### src/rtl/core/ujse_pkg.sv
package ujse_pkg;

  localparam int unsigned POS_W      = 16;
  localparam int unsigned ERR_POS_W  = 16;
  localparam int unsigned RUN_MAX    = 6;
  localparam int unsigned RUN_IDX_W  = 3;
  localparam int unsigned FIFO_DEPTH = 4;
  localparam int unsigned FIFO_PTR_W = 2;

  localparam logic [7:0] CHR_QUOTE  = 8'h22;
  localparam logic [7:0] CHR_BSLASH = 8'h5C;
  localparam logic [7:0] CHR_ZERO   = 8'h30;
  localparam logic [7:0] CHR_U      = 8'h75;
  localparam logic [7:0] CHR_SPACE  = 8'h20;

  typedef enum logic [1:0] {
    ACT_OPEN   = 2'd0,
    ACT_DATA   = 2'd1,
    ACT_CLOSE  = 2'd2,
    ACT_UNUSED = 2'd3
  } action_e;

  typedef enum logic [1:0] {
    MODE_IDLE   = 2'd0,
    MODE_STRING = 2'd1,
    MODE_ERROR  = 2'd2
  } mode_e;

  typedef enum logic [1:0] {
    ERR_BAD_LEAD = 2'd0,
    ERR_BAD_CONT = 2'd1,
    ERR_BAD_CP   = 2'd2,
    ERR_TRUNC    = 2'd3
  } err_kind_e;

  // one run of results caused by one transaction
  typedef struct packed {
    logic [RUN_IDX_W-1:0]    len;
    logic [RUN_MAX-1:0][7:0] bytes;
    logic                    is_err;
    logic [1:0]              kind;
    logic [ERR_POS_W-1:0]    pos;
  } run_t;

  typedef struct packed {
    logic valid;
    run_t run;
  } push_t;

  typedef struct packed {
    logic full;
    logic empty;
  } fifo_stat_t;

  function automatic logic [7:0] hex_digit(input logic [3:0] v);
    logic [7:0] r;
    if (v < 4'd10) begin
      r = CHR_ZERO + {4'h0, v};
    end else begin
      r = 8'h57 + {4'h0, v};
    end
    return r;
  endfunction

  function automatic logic [ERR_POS_W-1:0] sat_pos(input logic [POS_W-1:0] p);
    logic [ERR_POS_W-1:0] r;
    if (64'(p) > 64'(16'hFFFF)) begin
      r = ERR_POS_W'(16'hFFFF);
    end else begin
      r = ERR_POS_W'(p);
    end
    return r;
  endfunction

  function automatic run_t byte_run(input logic [7:0] b);
    run_t r;
    r          = '0;
    r.len      = RUN_IDX_W'(1);
    r.bytes[0] = b;
    return r;
  endfunction

  function automatic run_t err_run(input err_kind_e k, input logic [POS_W-1:0] p);
    run_t r;
    r        = '0;
    r.len    = RUN_IDX_W'(1);
    r.is_err = 1'b1;
    r.kind   = k;
    r.pos    = sat_pos(p);
    return r;
  endfunction

  function automatic run_t pair_run(input logic [7:0] b);
    run_t r;
    r          = '0;
    r.len      = RUN_IDX_W'(2);
    r.bytes[0] = CHR_BSLASH;
    r.bytes[1] = b;
    return r;
  endfunction

  function automatic run_t escape_ascii(input logic [7:0] b);
    run_t r;
    r = byte_run(b);
    unique case (b)
      8'h22:   r = pair_run(CHR_QUOTE);
      8'h5C:   r = pair_run(CHR_BSLASH);
      8'h08:   r = pair_run(8'h62);
      8'h09:   r = pair_run(8'h74);
      8'h0A:   r = pair_run(8'h6E);
      8'h0C:   r = pair_run(8'h66);
      8'h0D:   r = pair_run(8'h72);
      default: begin
        if (b < CHR_SPACE) begin
          r          = '0;
          r.len      = RUN_IDX_W'(6);
          r.bytes[0] = CHR_BSLASH;
          r.bytes[1] = CHR_U;
          r.bytes[2] = CHR_ZERO;
          r.bytes[3] = CHR_ZERO;
          r.bytes[4] = hex_digit(b[7:4]);
          r.bytes[5] = hex_digit(b[3:0]);
        end
      end
    endcase
    return r;
  endfunction

endpackage

### src/rtl/core/ujse_in_if.sv
interface ujse_in_if;
  logic       valid;
  logic       ready;
  logic [1:0] action;
  logic [7:0] data_byte;

  modport source (output valid, output action, output data_byte, input ready);
  modport sink (input valid, input action, input data_byte, output ready);
endinterface

### src/rtl/core/ujse_out_if.sv
interface ujse_out_if;
  logic        valid;
  logic        ready;
  logic [7:0]  out_byte;
  logic        is_error;
  logic [1:0]  error_kind;
  logic [15:0] error_position;
  logic        last_of_run;

  modport source (
    output valid, output out_byte, output is_error, output error_kind,
    output error_position, output last_of_run, input ready
  );
  modport sink (
    input valid, input out_byte, input is_error, input error_kind,
    input error_position, input last_of_run, output ready
  );
endinterface

### src/rtl/core/ujse_front.sv
module ujse_front
  import ujse_pkg::*;
(
  input  logic        clk_i,
  input  logic        rst_ni,
  ujse_in_if.sink     in_i,
  input  fifo_stat_t  stat_i,
  output push_t       push_o
);

  localparam logic [POS_W-1:0] POS_MAX = '1;

  mode_e            mode_q, mode_d;
  logic [2:0]       exp_q, exp_d;
  logic [1:0]       rc_q, rc_d;
  logic [7:0]       held_q [3];
  logic [7:0]       held_d [3];
  logic [20:0]      acc_q, acc_d;
  logic [POS_W-1:0] cnt_q, cnt_d;
  logic [POS_W-1:0] lead_q, lead_d;

  logic             accept;
  logic             set_str, set_err, set_idle;
  logic [7:0]       b;
  logic [20:0]      acc_sh;
  logic [POS_W-1:0] cnt_inc;
  logic             bad_cp;
  run_t             run;
  logic             push;

  assign in_i.ready = !stat_i.full;
  assign accept     = in_i.valid && in_i.ready;
  assign b          = in_i.data_byte;
  assign acc_sh     = {acc_q[14:0], b[5:0]};
  assign cnt_inc    = (cnt_q == POS_MAX) ? cnt_q : cnt_q + POS_W'(1);
  assign bad_cp     = (exp_q == 3'd3 && acc_sh < 21'h800)
                   || (exp_q == 3'd4 && acc_sh < 21'h10000)
                   || (acc_sh >= 21'hD800 && acc_sh <= 21'hDFFF)
                   || (acc_sh > 21'h10FFFF);

  always_comb begin
    exp_d    = exp_q;
    rc_d     = rc_q;
    held_d   = held_q;
    acc_d    = acc_q;
    cnt_d    = cnt_q;
    lead_d   = lead_q;
    run      = '0;
    push     = 1'b0;
    set_str  = 1'b0;
    set_err  = 1'b0;
    set_idle = 1'b0;
    if (accept) begin
      unique case (action_e'(in_i.action))
        ACT_OPEN: begin
          set_str = 1'b1;
          exp_d   = '0;
          rc_d    = '0;
          acc_d   = '0;
          cnt_d   = '0;
          lead_d  = '0;
          run     = byte_run(CHR_QUOTE);
          push    = 1'b1;
        end
        ACT_DATA: begin
          if (mode_q == MODE_STRING) begin
            cnt_d = cnt_inc;
            if (exp_q == 3'd0) begin
              if (b < 8'h80) begin
                run  = escape_ascii(b);
                push = 1'b1;
              end else if (b >= 8'hC2 && b <= 8'hF4) begin
                if (b <= 8'hDF) begin
                  exp_d = 3'd2;
                  acc_d = {16'h0, b[4:0]};
                end else if (b <= 8'hEF) begin
                  exp_d = 3'd3;
                  acc_d = {17'h0, b[3:0]};
                end else begin
                  exp_d = 3'd4;
                  acc_d = {18'h0, b[2:0]};
                end
                held_d[0] = b;
                rc_d      = 2'd1;
                lead_d    = cnt_q;
              end else begin
                run     = err_run(ERR_BAD_LEAD, cnt_q);
                push    = 1'b1;
                set_err = 1'b1;
              end
            end else if (b[7:6] != 2'b10) begin
              exp_d   = '0;
              rc_d    = '0;
              acc_d   = '0;
              set_err = 1'b1;
              run     = err_run(ERR_BAD_CONT, cnt_q);
              push    = 1'b1;
            end else begin
              acc_d = acc_sh;
              if ({1'b0, rc_q} + 3'd1 < exp_q) begin
                unique case (rc_q)
                  2'd0:    held_d[0] = b;
                  2'd1:    held_d[1] = b;
                  default: held_d[2] = b;
                endcase
                if (rc_q < 2'd3) begin
                  rc_d = rc_q + 2'd1;
                end
              end else begin
                exp_d = '0;
                rc_d  = '0;
                acc_d = '0;
                push  = 1'b1;
                if (bad_cp) begin
                  set_err = 1'b1;
                  run     = err_run(ERR_BAD_CP, lead_q);
                end else begin
                  run          = '0;
                  run.len      = RUN_IDX_W'(exp_q);
                  run.bytes[0] = held_q[0];
                  unique case (exp_q)
                    3'd2: run.bytes[1] = b;
                    3'd3: begin
                      run.bytes[1] = held_q[1];
                      run.bytes[2] = b;
                    end
                    default: begin
                      run.bytes[1] = held_q[1];
                      run.bytes[2] = held_q[2];
                      run.bytes[3] = b;
                    end
                  endcase
                end
              end
            end
          end
        end
        ACT_CLOSE: begin
          if (mode_q == MODE_STRING) begin
            if (exp_q != 3'd0) begin
              run = err_run(ERR_TRUNC, lead_q);
            end else begin
              run = byte_run(CHR_QUOTE);
            end
            push     = 1'b1;
            exp_d    = '0;
            rc_d     = '0;
            acc_d    = '0;
            set_idle = 1'b1;
          end
        end
        default: begin
        end
      endcase
    end
  end

  always_comb begin
    mode_d = mode_q;
    if (set_str) begin
      mode_d = MODE_STRING;
    end else if (set_err) begin
      mode_d = MODE_ERROR;
    end else if (set_idle) begin
      mode_d = MODE_IDLE;
    end
  end

  always_comb begin
    push_o.valid = push;
    push_o.run   = run;
  end

  always_ff @(posedge clk_i or negedge rst_ni) begin
    if (!rst_ni) begin
      mode_q <= MODE_IDLE;
      exp_q  <= '0;
      rc_q   <= '0;
      acc_q  <= '0;
      cnt_q  <= '0;
      lead_q <= '0;
    end else begin
      mode_q <= mode_d;
      exp_q  <= exp_d;
      rc_q   <= rc_d;
      acc_q  <= acc_d;
      cnt_q  <= cnt_d;
      lead_q <= lead_d;
    end
  end

  always_ff @(posedge clk_i) begin
    held_q <= held_d;
  end

  // a pending sequence only exists inside a string
  assert property (@(posedge clk_i) disable iff (!rst_ni)
    (exp_q != 3'd0) |-> (mode_q == MODE_STRING))
    else $error("sequence pending outside a string");

  assert property (@(posedge clk_i) disable iff (!rst_ni)
    (push_o.valid && push_o.run.is_err) |=> (mode_q != MODE_STRING))
    else $error("error reported but string still open");

endmodule

### src/rtl/core/ujse_fifo.sv
module ujse_fifo
  import ujse_pkg::*;
(
  input  logic       clk_i,
  input  logic       rst_ni,
  input  push_t      push_i,
  input  logic       pop_i,
  output run_t       head_o,
  output fifo_stat_t stat_o
);

  run_t                  mem_q [FIFO_DEPTH];
  logic [FIFO_PTR_W-1:0] wr_q, rd_q;
  logic [FIFO_PTR_W:0]   cnt_q, cnt_d;
  logic                  do_push, do_pop;

  assign stat_o.full  = (cnt_q == (FIFO_PTR_W + 1)'(FIFO_DEPTH));
  assign stat_o.empty = (cnt_q == '0);
  assign do_push      = push_i.valid && !stat_o.full;
  assign do_pop       = pop_i && !stat_o.empty;
  assign head_o       = mem_q[rd_q];

  always_comb begin
    cnt_d = cnt_q;
    if (do_push && !do_pop) begin
      cnt_d = cnt_q + (FIFO_PTR_W + 1)'(1);
    end else if (do_pop && !do_push) begin
      cnt_d = cnt_q - (FIFO_PTR_W + 1)'(1);
    end
  end

  always_ff @(posedge clk_i or negedge rst_ni) begin
    if (!rst_ni) begin
      wr_q  <= '0;
      rd_q  <= '0;
      cnt_q <= '0;
    end else begin
      cnt_q <= cnt_d;
      if (do_push) begin
        wr_q <= wr_q + FIFO_PTR_W'(1);
      end
      if (do_pop) begin
        rd_q <= rd_q + FIFO_PTR_W'(1);
      end
    end
  end

  always_ff @(posedge clk_i) begin
    if (do_push) begin
      mem_q[wr_q] <= push_i.run;
    end
  end

  assert property (@(posedge clk_i) disable iff (!rst_ni)
    !(push_i.valid && stat_o.full))
    else $error("push into full queue");

  assert property (@(posedge clk_i) disable iff (!rst_ni)
    cnt_q[FIFO_PTR_W-1:0] == wr_q - rd_q)
    else $error("queue count out of step with pointers");

endmodule

### src/rtl/core/ujse_back.sv
module ujse_back
  import ujse_pkg::*;
(
  input  logic       clk_i,
  input  logic       rst_ni,
  input  run_t       head_i,
  input  fifo_stat_t stat_i,
  output logic       pop_o,
  ujse_out_if.source out_o
);

  logic [RUN_IDX_W-1:0] idx_q, idx_d;
  logic                 valid_q, valid_d;
  logic [7:0]           byte_q;
  logic                 err_q;
  logic [1:0]           kind_q;
  logic [ERR_POS_W-1:0] pos_q;
  logic                 last_q;
  logic                 load, take, run_end;

  assign load    = !valid_q || out_o.ready;
  assign take    = load && !stat_i.empty;
  assign run_end = (idx_q == head_i.len - RUN_IDX_W'(1));
  assign pop_o   = take && run_end;

  always_comb begin
    idx_d   = idx_q;
    valid_d = valid_q;
    if (load) begin
      valid_d = !stat_i.empty;
    end
    if (take) begin
      idx_d = run_end ? '0 : idx_q + RUN_IDX_W'(1);
    end
  end

  always_ff @(posedge clk_i or negedge rst_ni) begin
    if (!rst_ni) begin
      idx_q   <= '0;
      valid_q <= 1'b0;
    end else begin
      idx_q   <= idx_d;
      valid_q <= valid_d;
    end
  end

  always_ff @(posedge clk_i) begin
    if (take) begin
      byte_q <= head_i.bytes[idx_q];
      err_q  <= head_i.is_err;
      kind_q <= head_i.kind;
      pos_q  <= head_i.pos;
      last_q <= run_end;
    end
  end

  assign out_o.valid          = valid_q;
  assign out_o.out_byte       = byte_q;
  assign out_o.is_error       = err_q;
  assign out_o.error_kind     = kind_q;
  assign out_o.error_position = pos_q;
  assign out_o.last_of_run    = last_q;

  assert property (@(posedge clk_i) disable iff (!rst_ni)
    (out_o.valid && out_o.is_error) |-> out_o.last_of_run)
    else $error("error transaction not closing its run");

  assert property (@(posedge clk_i) disable iff (!rst_ni)
    (idx_q != '0) |-> !stat_i.empty)
    else $error("run index advanced with queue empty");

endmodule

### src/rtl/core/utf8_checked_json_string_escaper.sv
// JSON string escaper with UTF-8 checking. Send an open transaction, then one
// data transaction per byte, then a close; open and close each yield a quote,
// data bytes come out escaped or, for multi-byte UTF-8, held until the sequence
// is complete and checked, then copied. The first error in a string yields one
// flagged result and the rest of that string is dropped. Input is taken at one
// transaction per cycle while the four-run queue between the classifier and
// the output serializer is not full (ready does not look ahead to a pop in the
// same cycle); the serializer delivers one result per cycle while the output
// is ready, and a transaction makes up to six results, or none. The first
// result of a transaction passes through the queue and the serializer's output
// register before it is presented. last_of_run marks the final result of each
// transaction.
module utf8_checked_json_string_escaper
  import ujse_pkg::*;
(
  input  logic       clk_i,
  input  logic       rst_ni,
  ujse_in_if.sink    in_i,
  ujse_out_if.source out_o
);

  push_t      push;
  fifo_stat_t stat;
  run_t       head;
  logic       pop;

  ujse_front u_front (
    .clk_i  (clk_i),
    .rst_ni (rst_ni),
    .in_i   (in_i),
    .stat_i (stat),
    .push_o (push)
  );

  ujse_fifo u_fifo (
    .clk_i  (clk_i),
    .rst_ni (rst_ni),
    .push_i (push),
    .pop_i  (pop),
    .head_o (head),
    .stat_o (stat)
  );

  ujse_back u_back (
    .clk_i  (clk_i),
    .rst_ni (rst_ni),
    .head_i (head),
    .stat_i (stat),
    .pop_o  (pop),
    .out_o  (out_o)
  );

endmodule

### src/flat_wrapper.sv
// flat-port wrapper written by rule: the top's interface ports become plain ports
module utf8_checked_json_string_escaper_flat import ujse_pkg::*;
  (clk_i, rst_ni, in_i_valid, in_i_action, in_i_data_byte, in_i_ready, out_o_valid, out_o_out_byte, out_o_is_error, out_o_error_kind, out_o_error_position, out_o_last_of_run, out_o_ready);
  ujse_in_if in_i_i ();
  ujse_out_if out_o_i ();
  input  logic clk_i;
  input  logic rst_ni;
  input wire logic [$bits(in_i_i.valid)-1:0] in_i_valid;
  input wire logic [$bits(in_i_i.action)-1:0] in_i_action;
  input wire logic [$bits(in_i_i.data_byte)-1:0] in_i_data_byte;
  output wire logic [$bits(in_i_i.ready)-1:0] in_i_ready;
  output wire logic [$bits(out_o_i.valid)-1:0] out_o_valid;
  output wire logic [$bits(out_o_i.out_byte)-1:0] out_o_out_byte;
  output wire logic [$bits(out_o_i.is_error)-1:0] out_o_is_error;
  output wire logic [$bits(out_o_i.error_kind)-1:0] out_o_error_kind;
  output wire logic [$bits(out_o_i.error_position)-1:0] out_o_error_position;
  output wire logic [$bits(out_o_i.last_of_run)-1:0] out_o_last_of_run;
  input wire logic [$bits(out_o_i.ready)-1:0] out_o_ready;
  assign in_i_i.valid = in_i_valid;
  assign in_i_i.action = in_i_action;
  assign in_i_i.data_byte = in_i_data_byte;
  assign in_i_ready = in_i_i.ready;
  assign out_o_valid = out_o_i.valid;
  assign out_o_out_byte = out_o_i.out_byte;
  assign out_o_is_error = out_o_i.is_error;
  assign out_o_error_kind = out_o_i.error_kind;
  assign out_o_error_position = out_o_i.error_position;
  assign out_o_last_of_run = out_o_i.last_of_run;
  assign out_o_i.ready = out_o_ready;
  utf8_checked_json_string_escaper u_core (.clk_i(clk_i), .rst_ni(rst_ni), .in_i(in_i_i), .out_o(out_o_i));
endmodule
### config.mk
export PLATFORM = sky130hd
export DESIGN_NAME = utf8_checked_json_string_escaper_flat
export DESIGN_NICKNAME = d
export VERILOG_FILES = /design/src/rtl/core/ujse_pkg.sv /design/src/rtl/core/ujse_in_if.sv /design/src/rtl/core/ujse_out_if.sv /design/src/rtl/core/ujse_front.sv /design/src/rtl/core/ujse_fifo.sv /design/src/rtl/core/ujse_back.sv /design/src/rtl/core/utf8_checked_json_string_escaper.sv /design/src/flat_wrapper.sv
export SDC_FILE = /design/constraint.sdc
export NUM_CORES = 1
export LEC_CHECK = 0
export BUFFER_PORTS_ARGS = -buffer_cell sky130_fd_sc_hd__buf_2
export CAP_MARGIN = 15
export CORE_ASPECT_RATIO = 0.8
export CORE_MARGIN = 2
export CORE_UTILIZATION = 35
export DETAILED_ROUTE_END_ITERATION = 8
export MAX_ROUTING_LAYER = met4
export PLACE_DENSITY_LB_ADDON = 0.2
export SLEW_MARGIN = 20
export SYNTH_ARGS = -nofsm -noshare
export SYNTH_HDL_FRONTEND = slang
export SYNTH_SLANG_ARGS = --single-unit
### constraint.sdc
create_clock -name clk_i -period 6.93 [get_ports clk_i]
set_input_delay 1.7325 -clock clk_i [delete_from_list [all_inputs] [get_ports clk_i]]
set_output_delay 1.7325 -clock clk_i [all_outputs]
set_load 0.005 [all_outputs]
# ---- After elaboration in Yosys (flattened, before gate mapping)
# Memories as Yosys holds them, arrays and structs flattened.
# Cells that the tools add are included.
dict set report totals {
  regBits 117
  ramBits 280
  in_bits 14
  out_inout_bits 30
  wordCells 218
  memories 1
}
dict set report op_classes {
  add_sub_neg 13
  n_lt_le_gt_ge 16
  eq_ne 31
  n_mux 94
  bitwise 3
  reduce_logical 41
}
# memory depth width rd rd_clocked_by_memory_dff write_ports line
set mem_list {}
lappend mem_list {u_core.u_fifo.mem_q 4 70 1 0 1 ujse_fifo.sv:12} ;# run_t mem_q [FIFO_DEPTH];
# operator count
set ops {}
lappend ops {{two-way mux 70 bit} 8}
lappend ops {{case mux 70 bit (7 select lines)} 1}
lappend ops {{case mux 70 bit (3 select lines)} 1}
lappend ops {{two-way mux 68 bit} 2}
lappend ops {{two-way mux 15 bit} 7}
lappend ops {{two-way mux 16 bit} 6}
lappend ops {{two-way mux 8 bit} 11}
lappend ops {{case mux 16 bit (2 select lines)} 2}
lappend ops {{two-way mux 24 bit} 2}
lappend ops {{case mux 15 bit (3 select lines)} 1}
lappend ops {{== test 8 x 4 -> 1 bit, second input constant} 5}
lappend ops {{two-way mux 3 bit} 12}
lappend ops {{AND reduction 7 bit} 4}
lappend ops {{two-way mux 25 bit} 1}
lappend ops {{binary-select mux 8 bit (select 3 bit)} 1}
lappend ops {{<= comparator 8 bit, second input constant} 3}
lappend ops {{two-way mux 1 bit} 22}
lappend ops {{two-way mux 2 bit} 11}
lappend ops {{greater-or-equal comparator 21 x 16 -> 1 bit, second input constant} 1}
lappend ops {{> comparator 21 bit, second input constant} 1}
lappend ops {{<= comparator 21 x 16 -> 1 bit, second input constant} 1}
lappend ops {{< comparator 21 x 12 -> 1 bit, second input constant} 1}
lappend ops {{< comparator 21 x 17 -> 1 bit, second input constant} 1}
lappend ops {{!= test 2 bit, second input constant} 9}
lappend ops {{44 further kinds} 84}

# ---- Logic depth before layout (Yosys ltp)
# Gate-level depths: netlist of the first run.
dict set report logic_depth {
  ltp_word 14
  mapped_depth 16
  mapped_depth_nobuf 15
}

# ---- By module
# A second synthesis of the first run with hierarchy kept.
dict set report unflattened {
  cells_unflattened 1052
  area_unflattened_um2 16953.8
}
# module instances cells_each area_each_um2 seq_area_each_um2
set by_module_without_submodules {}
lappend by_module_without_submodules {ujse_fifo 1 402 10601.4 8583.2}
lappend by_module_without_submodules {ujse_front 1 559 4857.2 2072.0}
lappend by_module_without_submodules {ujse_back 1 91 1495.2 940.9}

# ---- Worst setup path before layout of the first run
# No wires, ideal clock.
dict set report synth_timing {
  kind {input-to-reg}
  startpoint {input in_i_data_byte[1]}
  endpoint {memory u_core.u_fifo.mem_q[0][0] in the netlist's numbering (enable)}
  setup_time_ns 0.503
  arrival_time_ns 6.093
  required_time_ns 6.427
  setup_slack_ns 0.334
  cell_stages 9
  path_buffers 1
  path_cell_list {clkbuf_1 -> inv_1 -> ha_1 -> nor2b_1 -> o21ai_0 -> nand4_1 -> and3_1 -> nor2_1 -> nor2b_1}
}
dict set report synth_via {
  elab_chain_len 11
  elab_cells_between_ends 13
  cone_classes {order compare: 3; mux: 8; reduce/logical: 2}
}
# item line
set synth_lines {}
lappend synth_lines {{from (decl)} flat_wrapper.sv:10} ;# input wire logic [$bits(in_i_i.data_byte)-1:0] in_i_data_byte;
lappend synth_lines {{greater-or-equal comparator 8 bit or <= comparator 8 bit (tied branches)} ujse_front.sv:72} ;# end else if (b >= 8'hC2 && b <= 8'hF4) begin
lappend synth_lines {{logical AND 1 bit} ujse_front.sv:72}
lappend synth_lines {{two-way mux 1 bit} ujse_front.sv:72}
lappend synth_lines {{two-way mux 1 bit (*)} ujse_front.sv:69} ;# if (b < 8'h80) begin
lappend synth_lines {{two-way mux 1 bit (*)} ujse_front.sv:68} ;# if (exp_q == 3'd0) begin
lappend synth_lines {{two-way mux 1 bit (*)} ujse_front.sv:66} ;# if (mode_q == MODE_STRING) begin
lappend synth_lines {{case mux 1 bit (3 select lines) (*)} ujse_front.sv:54} ;# unique case (action_e'(in_i.action))
lappend synth_lines {{two-way mux 1 bit (*)} ujse_front.sv:53} ;# if (accept) begin
lappend synth_lines {{logical AND 1 bit (*)} ujse_fifo.sv:19} ;# assign do_push = push_i.valid && !stat_o.full;
lappend synth_lines {{two-way mux 1 bit (*)} ujse_fifo.sv:49} ;# if (do_push) begin
lappend synth_lines {{two-way mux 1 bit (implied by the code) (*)} ujse_fifo.sv:50} ;# mem_q[wr_q] <= push_i.run;
lappend synth_lines {{to (decl)} ujse_fifo.sv:12}
# Every way passes the cells marked *; elsewhere a longest branch is shown, timed or not.

# ---- Final worst setup path of the first run
dict set report layout_timing {
  startpoint {input in_i_data_byte[1]}
  endpoint {register u_core.u_fifo.cnt_q[1]}
}
dict set report layout_via {
  elab_cells_between_ends 16
  cone_classes {order compare: 3; mux: 7; reduce/logical: 6}
}
# item line
set layout_lines {}
lappend layout_lines {{greater-or-equal comparator 8 bit or <= comparator 8 bit (tied branches)} ujse_front.sv:72}
lappend layout_lines {{logical AND 1 bit} ujse_front.sv:72}
lappend layout_lines {{two-way mux 1 bit} ujse_front.sv:72}
lappend layout_lines {{two-way mux 1 bit (*)} ujse_front.sv:69}
lappend layout_lines {{two-way mux 1 bit (*)} ujse_front.sv:68}
lappend layout_lines {{two-way mux 1 bit (*)} ujse_front.sv:66}
lappend layout_lines {{case mux 1 bit (3 select lines) (*)} ujse_front.sv:54}
lappend layout_lines {{two-way mux 1 bit (*)} ujse_front.sv:53}
lappend layout_lines {{logical AND 1 bit (*)} ujse_fifo.sv:19}
lappend layout_lines {{via u_core.u_fifo.do_push} ujse_fifo.sv:15} ;# logic do_push, do_pop;
lappend layout_lines {{logical AND 1 bit (*)} ujse_fifo.sv:25} ;# if (do_push && !do_pop) begin
lappend layout_lines {{two-way mux 3 bit (*)} ujse_fifo.sv:25}
lappend layout_lines {{via u_core.u_fifo.cnt_d[1]} ujse_fifo.sv:14} ;# logic [FIFO_PTR_W:0] cnt_q, cnt_d;
lappend layout_lines {{to (signal assigned)} ujse_fifo.sv:38} ;# cnt_q <= cnt_d;
lappend layout_lines {{to (decl)} ujse_fifo.sv:14}
# The timed path passes the listed nets; every way through them passes the cells marked *.
# A chain may end at the register's enable or synchronous reset.

==> results.json, run 1 <==
{
  "status": "finished, final reports clean",
  "path_cells": "buf_2, inv_1, ha_1, nor2b_1, o21ai_0, nand4_1, and3_1, nor2_1, inv_1, ha_1, inv_1, fa_1, mux2_2",
  "h-tree-depth": 2,
  "nets": 1147,
  "fillers": 4167,
  "dpl.hpwl_um": 23600,
  "rsz0062_at_grt": "no",
  "final_common_cell": "edfxtp_1",
  "ys_warn_count": 0,
  "final_antenna_net_count": 0,
  "die_w_um": 246,
  "syn_to_final_growth_pct": 14.9,
  "clock_skew_ns": 0.0120,
  "ys_seq_area_share_pct": 69.2,
  "hold_path_startpoint": "u_core.u_front.acc_q[13]",
  "regArea_um2": 11400,
  "slowest_stage": "nor2_1",
  "initial_utilization_pct": 35.7,
  "clk_latency_ns": 0.55,
  "dr_wl_met2_um": 16000,
  "cts_hold_buf": 0,
  "r2r-end": "u_core.u_fifo.cnt_q[1]",
  "cts_setup_buffers": 0,
  "tightestPinTransition_ns": 1.09,
  "clk_pin_slew_ns": 0.06,
  "top_layer": "met4",
  "rows": 70,
  "r2r-start": "u_core.u_front.rc_q[0]",
  "io_buffers": 43,
  "synth_seq_cells": 389,
  "cts.root.buffer_cell": "clkbuf_16",
  "antenna_found_initial": 4,
  "first_pass_iters": 5,
  "layout_common_cells": "edfxtp_1, nand2_1, mux4_2",
  "synth_cell_types": 67,
  "drt_iter0_drc": 988,
  "fmax_mhz": 213,
  "p_leak_nw": 6.73,
  "coreArea_um2": 46000,
  "ys.flop_type": "edfxtp_1",
  "crit_path_max_incr_delay_ns": 0.71,
  "gp_congestion": 0.861,
  "postSynthCellCount": 1042,
  "die_area_um2": 48700,
  "layout_setup_ws_ns": 2.23,
  "period_share_pct": 67.8,
  "ir_drop_mv": 0.259,
  "crit_top_cell": "inv_1",
  "start_kind": "primary input",
  "grt_max_degree": 69,
  "gr-usage-all-layers_pct": 16.3,
  "wl_met1_um": 19100,
  "critPathKind": "primary input to flip-flop",
  "cts_tree": "yes",
  "period_minus_slack_ns": 4.70,
  "synthArstFlopShare_pct": 16.7,
  "cts-resized-gates": 0,
  "holdWs_ns": 0.474,
  "cap_violations": 0,
  "cts_made_buffers": 41,
  "clockBufferDepth": 3,
  "worstRegToRegCells": 13,
  "die_h_um": 198,
  "syn_area_um2": 16400,
  "path_buf_inv": 4,
  "min_to": "u_core.u_front.acc_q[13]",
  "multi_input_area_um2": 4860,
  "globalRouteOverflowTotal": 0,
  "synth_area_leader_cell": "edfxtp_1",
  "drive_gt1_share_pct": 19.8,
  "hold_violations": 0,
  "reg2reg_slack_ns": 2.61,
  "dp_cells": 1676,
  "num_io_pins": 44,
  "cp_data_required_time_ns": 7.36,
  "cp_data_arrival_time_ns": 5.13,
  "via_per_inst": 5.24,
  "crit_fanout": 14,
  "finalSetupViolCount": 0,
  "hold_path_depth": 2,
  "syn_avg_cell_area_um2": 15.8,
  "setup_tns_ns": 0,
  "max_slew_margin_pct": 27.4,
  "powerDensity_nw_per_um2": 374,
  "synth_area_leaders": "edfxtp_1, mux4_2, dfrtp_1",
  "synth-edff-count": 324,
  "grt_pass1_vias": 9034,
  "met3_length_um": 2070,
  "cp-end-kind": "flip-flop",
  "netlist.area_leader.share_pct": 59.3,
  "grt_pass1_wl_um": 58200,
  "fin_total_pwr_mw": 7.07,
  "dr_total_vias": 9192,
  "drt-total-wl_um": 37900,
  "min_path_type": "flip-flop to flip-flop",
  "wire_per_inst_um": 21.6,
  "drv_slew": 0,
  "cts_sinks": 389,
  "dp_slack_ns": 1.70,
  "drc": 0,
  "path_delay_family": "simple AND/OR/NAND/NOR gates",
  "final_cells": 1754,
  "cp_num_cells": 13
}
[layer usage]
layer  up-vias  track usage, %
met5         -               -
li1       4156               -
met4         0            3.77
met3        52            2.98
met2       235            22.2
met1      4749            25.2
[through the flow]
| stage | util, % | area [um2] |
|---|---|---|
| 3_3_place_gp | 37.9 | 17400 |
| 2_1_floorplan | - | 16500 |
| 4_1_cts | 40.9 | 18800 |
| 3_5_place_dp | 37.9 | 17400 |
| 6_report | 41.1 | 18900 |
| 5_1_grt | 41.1 | 18900 |
[worst register-to-register path, delay by kind of cell, from the launching register on]
kind	cells	cell delay, ns
AND/OR/NAND/NOR	3	1.27
adder cells (fa/ha/maj)	4	1.16
AO/OA/AOI/OAI	2	0.83
flip-flops	1	0.42
buffers and inverters	3	0.26
multiplexers	1	0.26
[worst max path at each step]
stage / startpoint / to / slack (ns)
global placement: in_i_data_byte[1] / u_core.u_fifo.cnt_q[1] / 1.71
CTS: in_i_data_byte[1] / u_core.u_fifo.cnt_q[1] / 2.28
finish: in_i_data_byte[1] / u_core.u_fifo.cnt_q[1] / 2.23
detailed placement: in_i_data_byte[1] / u_core.u_fifo.cnt_q[1] / 1.70
global route: in_i_data_byte[1] / u_core.u_fifo.cnt_q[1] / 2.03
floorplan: in_i_data_byte[1] / u_core.u_fifo.mem_q[0][0] / 0.33
[cell families (layout without fill, tap and decap cells)]
logic type	Yosys count	count (layout)	synth area share (%)
buf+inv	82	160	2.03
xor+xnor	24	24	1.28
flops	389	389	69.2
simple gates	283	283	8.07
compound gates	146	146	6.09
fa+ha+maj	24	24	1.87
other cells	1	23	0.0228
mux	93	93	11.5
[power breakdown]
| part | total, mW | internal, mW | switching (mW) |
|---|---|---|---|
| clock | 2.27 | 1.37 | 0.905 |
| sequential | 3.10 | 2.90 | 0.202 |
| combinational | 1.69 | 0.761 | 0.929 |
| total | 7.07 | 5.03 | 2.04 |
[cells in the mapped netlist, types with 4 or more instances]
master	instances
a21oi_1	27
o21ai_0	49
nand4_1	10
or3_1	5
nand2b_1	6
dfrtp_1	65
or4_1	4
and3_1	4
clkbuf_1	38
nor2_1	49
xnor2_1	15
nor4_1	4
nor3_1	18
inv_1	25
xor2_1	9
a22o_1	17
buf_2	14
mux4_2	76
mux2i_1	14
and4_1	4
ha_1	23
o31ai_1	5
edfxtp_1	324
nand2_1	118
nand3_1	36
nor2b_1	12
a21o_1	10
[flip-flops by register name, summed over array words and instances (netlist names)]
signal,flops
u_core.u_front.lead_q,16
u_core.u_back.out_o.valid,1
u_core.u_fifo.wr_q,2
u_core.u_fifo.rd_q,2
u_core.u_front.acc_q,15
u_core.u_back.out_o.last_of_run,1
u_core.u_front.held_q,24
u_core.u_back.idx_q,3
u_core.u_back.out_o.error_position,16
u_core.u_back.out_o.error_kind,2
u_core.u_back.out_o.out_byte,8
u_core.u_front.exp_q,3
u_core.u_front.mode_q,2
u_core.u_fifo.mem_q,272
u_core.u_front.rc_q,2
u_core.u_fifo.cnt_q,3
u_core.u_front.cnt_q,16
u_core.u_back.out_o.is_error,1
[cell type report]
cell class / instances / share of cell area [%]
Tap cell: 612 / 4.06
Multi-Input combinational cell: 590 / 25.7
Sequential cell: 389 / 60.2
Timing Repair Buffer: 61 / 1.96
Clock inverter: 17 / 1.12
Antenna cell: 3 / 0.0398
Inverter: 26 / 0.517
Clock buffer: 56 / 6.38
No activity file was read; power rests on OpenSTA's default activity.
==> run 2, diff against run 1 <==
==> constraint.sdc (replaced) <==
create_clock -name clk_i -period 4.3 [get_ports clk_i]
set_input_delay 1.075 -clock clk_i [delete_from_list [all_inputs] [get_ports clk_i]]
set_output_delay 1.075 -clock clk_i [all_outputs]
set_load 0.005 [all_outputs]
==> run 2 against run 1 <==
Effect of this change:
- non-clock buffer count rose by 22
- first-iteration DRC count fell by 33%
- largest cell class unchanged
- power rose by 59%
==> results.json, run 2 (synthesis gave the netlist of run 1 again) <==
{
  "final_antenna_net_count": 0,
  "cts_made_buffers": 43,
  "syn_to_final_growth_pct": 15.6,
  "gp_congestion": 0.876,
  "initial_utilization_pct": 35.7,
  "max_slew_margin_pct": 28.6,
  "crit_fanout": 9,
  "clockBufferDepth": 3,
  "status": "finished, final reports clean",
  "wire_per_inst_um": 21.6,
  "cts_setup_buffers": 0,
  "dpl.hpwl_um": 24400,
  "drt-total-wl_um": 38400,
  "die_area_um2": 48700,
  "cts-resized-gates": 0,
  "die_h_um": 198,
  "coreArea_um2": 46000,
  "rows": 70,
  "drive_gt1_share_pct": 20.8,
  "via_per_inst": 5.19,
  "dp_cells": 1700,
  "hold_violations": 0,
  "period_minus_slack_ns": 3.36,
  "largest_register_ffs": 272,
  "h-tree-depth": 2,
  "reg_top3": "u_core.u_fifo.mem_q x272, u_core.u_front.held_q x24",
  "regMostFlops": "u_core.u_fifo.mem_q",
  "antenna_found_initial": 1,
  "cts_hold_buf": 0,
  "cts.root.buffer_cell": "clkbuf_16",
  "reg2reg_slack_ns": 0.94,
  "r2r-end": "u_core.u_fifo.cnt_q[1]",
  "globalRouteOverflowTotal": 0,
  "cp_data_arrival_time_ns": 3.81,
  "p_leak_nw": 6.78,
  "die_w_um": 246,
  "startpoint": "u_core.u_fifo.rd_q[0]",
  "num_io_pins": 44,
  "fin_area_um2": 19000,
  "cts_sinks": 389,
  "nets": 1171,
  "powerDensity_nw_per_um2": 594,
  "drt_iter0_drc": 661,
  "cp-end-kind": "flip-flop",
  "grt_pass1_vias": 9300,
  "clk_latency_ns": 0.58,
  "clk_pin_slew_ns": 0.06,
  "start_kind": "flip-flop",
  "final_common_cell": "edfxtp_1",
  "cap_violations": 0,
  "io_buffers": 43,
  "first_pass_iters": 5,
  "drv_slew": 0,
  "final_cells": 1779,
  "dr_total_vias": 9237,
  "gr-usage-all-layers_pct": 16.8,
  "worstRegToRegCells": 11,
  "period_share_pct": 78.1,
  "rsz0062_at_grt": "no",
  "place_area_um2": 17600,
  "grt_max_degree": 69,
  "finalSetupViolCount": 0,
  "r2r-start": "u_core.u_fifo.rd_q[0]",
  "fmax_mhz": 298,
  "ir_drop_mv": 0.289,
  "tightestPinTransition_ns": 1.07,
  "drc": 0,
  "cts_tree": "yes",
  "min_path_type": "primary input to asynchronous set/reset pin",
  "layout_common_cells": "edfxtp_1, nand2_1, mux4_2",
  "critPathKind": "flip-flop to flip-flop",
  "clock_skew_ns": 0.0188,
  "cp_data_required_time_ns": 4.75,
  "grt_pass1_wl_um": 59600
}
run 2: cell types whose count changed in the layout (fill, tap and decap cells not counted), sizes merged:
cell	before	now
diode	3	1
clkinv	12	16
clkbuf	56	53
buf	61	83
bufinv	4	1
inv	26	29
clkinvlp	1	5
run 2: cell type report:
cell class                      instances  area, um2
Clock buffer                           53       1130
Tap cell                              612        766
Multi-Input combinational cell        590       4860
Inverter                               26       97.6
Antenna cell                            1       2.50
Timing Repair Buffer                   83        566
Sequential cell                       389      11400
Clock inverter                         25        193
Fill cell                            4153      27000
run 2: worst max path at each step:
stage	to
after floorplan	u_core.u_fifo.mem_q[0][0]
after global placement	u_core.u_fifo.mem_q[0][2]
after detailed placement	u_core.u_fifo.cnt_q[1]
final	u_core.u_fifo.cnt_q[1]
after global routing	u_core.u_fifo.mem_q[0][62]
after CTS	u_core.u_fifo.cnt_q[1]
run 2: critical path, cell delays in order, from the launching register on:
cell	delay (ns)
dfrtp_4	0.53
mux4_2	0.58
inv_1	0.08
ha_1	0.16
xnor2_1	0.07
xnor2_1	0.15
nor3_1	0.44
nand2_1	0.24
ha_1	0.26
inv_1	0.07
fa_1	0.40
mux2_2	0.26
run 2: stage by stage:
step | TNS (ns) | worst slack [ns] | hold WS, ns | util (%) | power, mW
after CTS | 0 | 0.928 | 0.437 | 41.3 | 11.4
after global placement | 0 | 0.377 | 0.456 | 38.4 | 7.94
after floorplan | -96.66 | -0.355 | 0.440 | - | 6.91
after detailed placement | 0 | 0.436 | 0.469 | 38.4 | 7.95
final | 0 | 0.941 | 0.453 | 41.3 | 11.3
after global routing | 0 | 0.768 | 0.462 | 41.3 | 11.8
run 2: routing by layer:
layer | wire length (um) | GRT usage, % | vias up
li1 | - | - | 4218
met1 | 19500 | 25.6 | 4768
met2 | 16500 | 23.0 | 200
met3 | 1740 | 3.33 | 51
met4 | 699 | 3.97 | 0
met5 | 0 | - | -
run 2: report_power, final:
group          internal [mW]  total (mW)  switching [mW]
sequential              4.68        4.92           0.243
clock                   1.96        3.47            1.51
combinational           1.27        2.88            1.60
